===== src/rtl/core/fcs_pkg.sv =====
// Shared types and constants for the frame checksum and sequence checker.
// No dependencies.
package fcs_pkg;

    localparam int unsigned ADDR_W  = 8;
    localparam int unsigned BYTE_W  = 8;
    localparam int unsigned COUNT_W = 16;
    localparam int unsigned CFG_IDX_W = 8;

    localparam logic [COUNT_W-1:0] COUNT_MAX = 16'hFFFF;

    // Register indexes on the configuration channel
    localparam logic [CFG_IDX_W-1:0] CFG_SUM_LAST   = 8'd0;
    localparam logic [CFG_IDX_W-1:0] CFG_CHECKSUM   = 8'd1;
    localparam logic [CFG_IDX_W-1:0] CFG_COUNT_HIGH = 8'd2;
    localparam logic [CFG_IDX_W-1:0] CFG_COUNT_LOW  = 8'd3;

    typedef enum logic [1:0] {
        ST_OK        = 2'd0,
        ST_SUM_ERR   = 2'd1,
        ST_COUNT_ERR = 2'd2
    } t_status;

    typedef struct packed {
        logic [ADDR_W-1:0] byte_address;
        logic [BYTE_W-1:0] byte_value;
        logic              frame_end;
    } t_in_item;

    typedef struct packed {
        t_status            frame_status;
        logic [COUNT_W-1:0] frame_count;
        logic [BYTE_W-1:0]  computed_sum;
    } t_out_item;

    typedef struct packed {
        logic [ADDR_W-1:0] sum_last_address;
        logic [ADDR_W-1:0] checksum_address;
        logic [ADDR_W-1:0] count_high_address;
        logic [ADDR_W-1:0] count_low_address;
    } t_cfg;

endpackage


===== src/rtl/core/fcs_check.sv =====
// Frame state (running sum, captured bytes, previous count) and status logic.
// Depends on fcs_pkg.
module fcs_check
    import fcs_pkg::*;
#(
    parameter int unsigned FRAME_BYTES = 256
) (
    input  logic      i_clk,
    input  logic      i_rst_n,
    input  t_cfg      i_cfg,
    input  t_in_item  i_item,
    input  logic      i_advance,
    output t_out_item o_result
);

    localparam logic [ADDR_W:0] FRAME_LIMIT = (ADDR_W+1)'(FRAME_BYTES);

    logic [BYTE_W-1:0]  r_running_sum;
    logic [BYTE_W-1:0]  r_rx_checksum;
    logic [COUNT_W-1:0] r_count;
    logic [COUNT_W-1:0] r_prev_count;

    logic               in_range;
    logic               sum_hit;
    logic [BYTE_W-1:0]  n_running_sum;
    logic [BYTE_W-1:0]  n_rx_checksum;
    logic [COUNT_W-1:0] n_count;
    t_status            status;

    always_comb begin
        in_range = {1'b0, i_item.byte_address} < FRAME_LIMIT;
        sum_hit  = in_range && (i_item.byte_address != '0)
                   && (i_item.byte_address <= i_cfg.sum_last_address);

        n_running_sum = sum_hit ? r_running_sum + i_item.byte_value : r_running_sum;

        n_rx_checksum = r_rx_checksum;
        if (in_range && i_item.byte_address == i_cfg.checksum_address) begin
            n_rx_checksum = i_item.byte_value;
        end

        // when both count addresses match, the byte fills both halves
        n_count = r_count;
        if (in_range && i_item.byte_address == i_cfg.count_high_address) begin
            n_count[COUNT_W-1:BYTE_W] = i_item.byte_value;
        end
        if (in_range && i_item.byte_address == i_cfg.count_low_address) begin
            n_count[BYTE_W-1:0] = i_item.byte_value;
        end

        if (n_running_sum != n_rx_checksum) begin
            status = ST_SUM_ERR;
        end else if ((n_count > r_prev_count)
                     || (n_count == '0 && r_prev_count == COUNT_MAX)) begin
            status = ST_OK;
        end else begin
            status = ST_COUNT_ERR;
        end

        o_result.frame_status = status;
        o_result.frame_count  = n_count;
        o_result.computed_sum = n_running_sum;
    end

    always_ff @(posedge i_clk) begin
        if (!i_rst_n) begin
            r_running_sum <= '0;
            r_rx_checksum <= '0;
            r_count       <= '0;
            r_prev_count  <= '0;
        end else if (i_advance) begin
            r_running_sum <= i_item.frame_end ? '0 : n_running_sum;
            r_rx_checksum <= n_rx_checksum;
            r_count       <= n_count;
            // a checksum failure keeps the old count
            if (i_item.frame_end && status != ST_SUM_ERR) begin
                r_prev_count <= n_count;
            end
        end
    end

endmodule


===== config.mk =====
export PLATFORM = sky130hd
export DESIGN_NAME = fcs_check
export DESIGN_NICKNAME = d
export VERILOG_FILES = /design/src/rtl/core/fcs_pkg.sv /design/src/rtl/core/fcs_check.sv
export SDC_FILE = /design/constraint.sdc
export NUM_CORES = 1
export LEC_CHECK = 0
export BUFFER_PORTS_ARGS = -buffer_cell sky130_fd_sc_hd__buf_2
export CORE_ASPECT_RATIO = 1.75
export CORE_MARGIN = 3
export CORE_UTILIZATION = 60
export DETAILED_ROUTE_END_ITERATION = 7
export PLACE_DENSITY_LB_ADDON = 0.08
export SLEW_MARGIN = 40
export SYNTH_ARGS = -nofsm -noshare
export SYNTH_HDL_FRONTEND = slang
export SYNTH_SLANG_ARGS = --single-unit

===== constraint.sdc =====
create_clock -name i_clk -period 7.3 [get_ports i_clk]
set_input_delay 0.73 -clock i_clk [delete_from_list [all_inputs] [get_ports i_clk]]
set_output_delay 0.73 -clock i_clk [all_outputs]
set_load 0.01 [all_outputs]

==> run metrics, run 1 <==
status completed; most used flip-flop cell after synthesis sky130_fd_sc_hd__dfxtp_1; number of warnings printed during yosys synthesis 0; startpoint of the worst-slack reg-to-reg timing path r_running_sum[0]; fraction of layout instances using a drive strength above 1 22.44%; Site Rows 37; cell type with the highest occurrence count on the critical path sky130_fd_sc_hd__buf_2; number of pins with negative max-slew slack in the final report 0; height of the die 111.1 um; portion of synthesized cell area occupied by the leading cell type 25.38%; number of global-route vias before repair 3,535; Inst Count DP 578; dominant cell type by area after synthesis sky130_fd_sc_hd__dfxtp_1; part of the power in registers 41.1%; worst path cell trace buf_2, ha_1, inv_1, fa_1, nand2b_1, a21oi_1, a2111oi_0, nand3b_1, mux2_4, xnor2_1, or4_1, or2_1, nor3_1, buf_2; number of setup buffers added after CTS 0; highest attainable clock frequency 0.1979 GHz; Vias per Instance 5.949; final setup slack of the worst path 2247 ps; TritonCTS Buffers 5; Critical Path Stages 14; die area 0.007337 sq mm; final critical delay including setup and external delays 5053 ps; leftover overflow at the end of global routing 0; switching portion of total power 32.16%; num ports 78; First-pass DRT Iterations 4; number of antenna violations at the first check in global routing 0; core area 0.006018 sq mm; clock-pin slew on the worst setup and hold paths 90 ps; total negative slack 0 ps; areal power density over the cells 154.0 mW/mm^2; kind of critical path primary input to primary output; slew at the pin closest to its max-slew limit 831.7 ps; static power due to leakage 1.963 nW; worst endpoint data arrival time 4320 ps; post-synthesis cell type count 53; die span in x 66.05 um; antenna fix cells 0; reported max-cap violation count 0; number of vias in the routed layout 3,486; Sink Count 48; number of instances on the worst hold path 1; final-stage net count 591; Final Hold Vio Count 0; critical hold path startpoint r_rx_checksum[7]; path type of the worst min-delay path flop to flop; pin count of the biggest net entering global routing 49; required time of the worst setup path 6570 ps; number of filler cells placed in the layout 522; top cells by area in the synthesized netlist sky130_fd_sc_hd__dfxtp_1 25%, sky130_fd_sc_hd__ha_1 10%, sky130_fd_sc_hd__xnor2_1 7.6%; DRC violation count after routing 0; cell internal power dissipation 0.4508 mW; kind of start point of the critical path primary input; HPWL after detailed placement 7992 um; Final Total Pwr 0.6646 mW; worst-skew pair later-pin latency 310 ps; setup repair after global routing missed its margin no; proportion of register bits with asynchronous set or reset after synthesis 0%; combinational cell fraction of total power 29.6%; netlist area before placement 0.003786 sq mm; number of flops mapped to enable cells by yosys 0; Clock H-tree levels 2; count of input and output buffers 77; CTS max path bufs 2; syn_area_per_cell 8.624 sq um; RD Place Congestion 0.9828; flop-to-flop setup slack 3510 ps; Worst Skew 7.057 ps; maximum vdd ir drop 0.1471 mV; CP top delay family simple AND/OR/NAND/NOR gates; slowest stage cell, crit path sky130_fd_sc_hd__or4_1; effective utilization at floorplan 62.91%; CTS hold repair buffers 0; overall routed net length 10,190 um; count of cells resized by post-cts repair 0; relative contribution of the clock network to total power 29.4%; crit-path max cell delay 900 ps; synthesized instance count 439; Layout area overhead 13.98%; GR Util All Layers 28.63%; CTS tree done; portion of the post-synthesis area used by sequential elements 25.38%; Root Driver sky130_fd_sc_hd__clkbuf_8; final count of negative-setup-slack endpoints 0; net count of the mapped netlist 523; fin cells 586; global-route wire length before repair 16,480 um; type of element capturing the critical path primary output; period utilization 69.21%; violation count after the first detailed-routing iteration 216; worst-path maximum fanout 17; antenna viol nets, final 0; worst path bufs/invs 3; post-detailed-route wirelength per cell 17.38 um; flip-flop and latch count after synthesis 48; count of cells along the worst register-to-register path 12; worst slack at placement 2265 ps; tightest slew margin relative to the limit 44.35%; critical path launch point i_item[1]; sw power 0.2137 mW
## per-layer routing
layer  share of wire, %  vias up  track usage, %  wire length [um]
li1                   -     1718               -                 -
met1                 37     1645           30.40              3792
met2                 54       94           52.75              5523
met3                4.0       29           3.651               404
met4                4.6        0           14.38               466
met5                  0        -               0                 0
## worst paths after layout
kind	to
min reg2reg	r_rx_checksum[7]
max	o_result[25]
min	r_rx_checksum[7]
max reg2reg	r_prev_count[15]
## placed cells by master, fill, tap and decap left out, types with 4 or more instances in the layout
master and count:
sky130_fd_sc_hd__a21o_1 7, sky130_fd_sc_hd__a21oi_1 33, sky130_fd_sc_hd__and2_1 5, sky130_fd_sc_hd__buf_2 76, sky130_fd_sc_hd__clkbuf_8 5, sky130_fd_sc_hd__dfxtp_1 48, sky130_fd_sc_hd__ha_1 31, sky130_fd_sc_hd__inv_1 40
sky130_fd_sc_hd__mux2_2 13, sky130_fd_sc_hd__mux2i_1 27, sky130_fd_sc_hd__nand2_1 21, sky130_fd_sc_hd__nand2b_1 5, sky130_fd_sc_hd__nand3_1 4, sky130_fd_sc_hd__nand4_1 19, sky130_fd_sc_hd__nor2_1 26, sky130_fd_sc_hd__nor2b_1 25
sky130_fd_sc_hd__nor3_1 4, sky130_fd_sc_hd__nor4_1 7, sky130_fd_sc_hd__o211a_1 8, sky130_fd_sc_hd__o21a_1 6, sky130_fd_sc_hd__o21ai_0 5, sky130_fd_sc_hd__o41ai_1 6, sky130_fd_sc_hd__o41ai_2 10, sky130_fd_sc_hd__xnor2_1 33
## synth_stat cells (3+ instances only)
cell / instances
sky130_fd_sc_hd__dfxtp_1: 48
sky130_fd_sc_hd__inv_1: 40
sky130_fd_sc_hd__a21oi_1: 33
sky130_fd_sc_hd__xnor2_1: 33
sky130_fd_sc_hd__ha_1: 31
sky130_fd_sc_hd__mux2i_1: 27
sky130_fd_sc_hd__nor2_1: 26
sky130_fd_sc_hd__nor2b_1: 25
sky130_fd_sc_hd__nand2_1: 21
sky130_fd_sc_hd__nand4_1: 19
sky130_fd_sc_hd__mux2_2: 13
sky130_fd_sc_hd__clkbuf_1: 11
sky130_fd_sc_hd__o41ai_2: 10
sky130_fd_sc_hd__o211a_1: 8
sky130_fd_sc_hd__a21o_1: 7
sky130_fd_sc_hd__nor4_1: 7
sky130_fd_sc_hd__o21a_1: 6
sky130_fd_sc_hd__o41ai_1: 6
sky130_fd_sc_hd__and2_1: 5
sky130_fd_sc_hd__nand2b_1: 5
sky130_fd_sc_hd__nand3_1: 5
sky130_fd_sc_hd__o21ai_0: 5
sky130_fd_sc_hd__nor3_1: 4
sky130_fd_sc_hd__and3_1: 3
sky130_fd_sc_hd__buf_2: 3
sky130_fd_sc_hd__o211ai_1: 3
sky130_fd_sc_hd__o22ai_1: 3
sky130_fd_sc_hd__o31ai_1: 3
## sequential cells by signal (all words and copies together), names as in the netlist
name	flops
r_count	16
r_prev_count	16
r_rx_checksum	8
r_running_sum	8
## cell type report
type,count,area (sq um),share of cell area (%)
well taps,78,97.59,2.262
repair buffers,78,395.4,9.162
flip-flops and latches,48,960.9,22.27
multi-input cells,334,2604,60.34
clock inverters,2,35.03,0.8118
inverters,40,150.1,3.479
clock buffers,6,72.57,1.682
## cells by family (layout without fill, tap and decap cells)
family,after synthesis,after routing,synth area share [%]
multiplexers,41,41,11.40
flip-flops,48,48,25.38
AO/OA/AOI/OAI,98,98,20.16
XOR/XNOR,33,33,7.634
buffers and inverters,57,126,5.981
adder cells (fa/ha/maj),32,32,10.77
AND/OR/NAND/NOR,130,130,18.67
## per-stage QoR
stage | util [%] | hold WS, ps | cell area (sq um)
after floorplan | - | 453.3 | 3786
after global placement | 69.79 | 459.8 | 4200
after detailed placement | 69.79 | 466.4 | 4200
after CTS | 71.58 | 487.4 | 4308
after global routing | 71.70 | 512.8 | 4315
final | 71.70 | 485.1 | 4315
## power by group through the flow
stage          Sequential [mW]  Combinational [mW]  Clock, mW
2_1_floorplan            0.277               0.140          0
5_1_grt                  0.274               0.218      0.211
4_1_cts                  0.273               0.195      0.197
6_report                 0.273               0.196      0.195
3_5_place_dp             0.279               0.194          0
3_3_place_gp             0.279               0.189          0
Power figures use the tool's default switching activity.
==> run 2, diff against run 1 <==
CORE_UTILIZATION = 56   (was 60)
clock period = 5.1 ns   (was 7.3 ns; I/O delays follow)
==> run metrics, run 2 (same netlist as run 1, synthesis figures left out) <==
slowest stage cell, crit path sky130_fd_sc_hd__or4_1; kind of critical path flop to primary output; worst endpoint data arrival time 3800 ps (-520 ps); final count of negative-setup-slack endpoints 0 (unchanged); overall routed net length 10,100 um (-0.87%); final instance area 0.004388 sq mm (+1.7%); antenna fix cells 0 (unchanged); CTS hold repair buffers 0 (unchanged); HPWL after detailed placement 7960 um (-0.40%); height of the die 114.8 um (+3.3%); required time of the worst setup path 4590 ps (-1980 ps); num ports 78 (unchanged); Site Rows 39 (+5.4%); path type of the worst min-delay path flop to flop; antenna viol nets, final 0 (unchanged); global-route wire length before repair 15,500 um (-6.0%); tightest slew margin relative to the limit 45.18% (+0.83 points); status completed; number of antenna violations at the first check in global routing 0 (unchanged); type of element capturing the critical path primary output; worst path bufs/invs 3 (unchanged); RD Place Congestion 0.8909 (-9.4%); Sink Count 48 (unchanged); total negative slack 0 ps (unchanged); Root Driver sky130_fd_sc_hd__clkbuf_16; GR Util All Layers 25.81% (-2.8 points); Clock H-tree levels 2 (unchanged); kind of start point of the critical path flop; DRC violation count after routing 0 (unchanged); critical path launch point r_running_sum[0]; Worst Skew 6.738 ps (-0.3190 ps); number of global-route vias before repair 3,316 (-6.2%); effective utilization at floorplan 57.90% (-5.0 points); CP top delay family simple AND/OR/NAND/NOR gates; slew at the pin closest to its max-slew limit 820.3 ps (-11.39 ps); most used cells in the layout excluding fill and tap cells 76 x sky130_fd_sc_hd__buf_2, 48 x sky130_fd_sc_hd__dfxtp_1, 40 x sky130_fd_sc_hd__inv_1; reported max-cap violation count 0 (unchanged); pin count of the biggest net entering global routing 49 (unchanged); critical hold path startpoint r_rx_checksum[2]; placed inst area 0.004235 sq mm (+0.83%); number of pins with negative max-slew slack in the final report 0 (unchanged); worst-skew pair later-pin latency 290 ps (-20 ps); worst path cell trace ha_1, inv_1, fa_1, nand2b_1, a21oi_1, a2111oi_0, nand3b_1, mux2_4, xnor2_1, or4_1, buf_4, or2_1, nor3_1, buf_2; Final Hold Vio Count 0 (unchanged); number of setup buffers added after CTS 0 (unchanged); core area 0.006539 sq mm (+8.6%); count of cells resized by post-cts repair 0 (unchanged); Vias per Instance 5.854 (-1.6%); CTS max path bufs 2 (unchanged); number of vias in the routed layout 3,477 (-0.26%); final-stage net count 595 (+0.68%); crit-path max cell delay 550 ps (-350 ps); leading cell type in the layout, fill and taps excluded sky130_fd_sc_hd__buf_2; maximum vdd ir drop 0.1579 mV (+7.4%); setup repair after global routing missed its margin no; highest attainable clock frequency 0.2322 GHz; Layout area overhead 15.90%; final critical delay including setup and external delays 4307 ps; period utilization 84.45%; TritonCTS Buffers 5 (unchanged); areal power density over the cells 230.2 mW/mm^2 (+49%); clock-pin slew on the worst setup and hold paths 60 ps (-30 ps); post-detailed-route wirelength per cell 17.00 um (-2.2%); static power due to leakage 1.995 nW (+1.7%); worst-path maximum fanout 17 (unchanged); leftover overflow at the end of global routing 0 (unchanged); fraction of layout instances using a drive strength above 1 22.85% (+0.41 points); violation count after the first detailed-routing iteration 143 (-34%); die area 0.007822 sq mm (+6.6%); startpoint of the worst-slack reg-to-reg timing path r_running_sum[0]; count of input and output buffers 77 (unchanged); largest registers ranked by flip-flop count r_count: 16 flops, r_prev_count: 16 flops; CTS tree done; die span in x 68.16 um (+3.2%); First-pass DRT Iterations 4 (unchanged)
-- run 2: changes by cell type in the layout (fill, tap and decap cells not counted), sizes merged --
cell	delta
clkbuf	+1
clkinv	-1
clkinvlp	+1
buf	+4
bufinv	-1
-- run 2: worst paths after layout --
path,to,cells after the start,slack [ps]
worst min-delay path,r_rx_checksum[2],1,480
worst min register to register,r_rx_checksum[2],1,480
worst max-delay path,o_result[25],14,790
worst max register to register,r_prev_count[15],13,1600
-- run 2: layer usage --
metal,GRT usage [%],share of wire (%)
met1,27.84,39
met2,47.94,54
met3,2.639,3.1
met4,12.22,4.2
met5,0,0
-- run 2: through the flow --
stage	hold slack, ps	utilization [%]	std cells	setup WS (ps)	total power, mW
5_1_grt	497.0	67.11	594	599.3	1.056
6_report	482.0	67.11	594	792.8	1.010
3_5_place_dp	468.6	64.77	586	827.9	0.6843
2_1_floorplan	453.3	-	439	1104	0.5973
3_3_place_gp	459.7	64.77	586	899.4	0.6776
4_1_cts	482.5	67.07	594	798.7	1.013
-- run 2: where the power goes --
group / switching, mW / internal (mW)
combinational: 0.168 / 0.119
clock: 0.136 / 0.195
sequential: 0.00670 / 0.384
-- run 2: cell type report --
| cell class | instances | area (sq um) |
|---|---|---|
| flip-flops and latches | 48 | 960.9 |
| well taps | 82 | 102.6 |
| inverters | 40 | 150.1 |
| repair buffers | 82 | 425.4 |
| clock buffers | 7 | 142.6 |
| clock inverters | 1 | 7.507 |
| multi-input cells | 334 | 2599 |
| fillers | 599 | 2151 |
-- run 2: worst register-to-register path: stages (launching register included) --
cell and delay, ps:
sky130_fd_sc_hd__dfxtp_1 360, sky130_fd_sc_hd__ha_1 200, sky130_fd_sc_hd__inv_1 60, sky130_fd_sc_hd__fa_1 390, sky130_fd_sc_hd__nand2b_1 160, sky130_fd_sc_hd__a21oi_1 240, sky130_fd_sc_hd__a2111oi_0 150, sky130_fd_sc_hd__nand3b_1 180
sky130_fd_sc_hd__mux2_4 290, sky130_fd_sc_hd__xnor2_1 140, sky130_fd_sc_hd__or4_1 550, sky130_fd_sc_hd__buf_4 240, sky130_fd_sc_hd__o41ai_1 360, sky130_fd_sc_hd__nor2_1 70
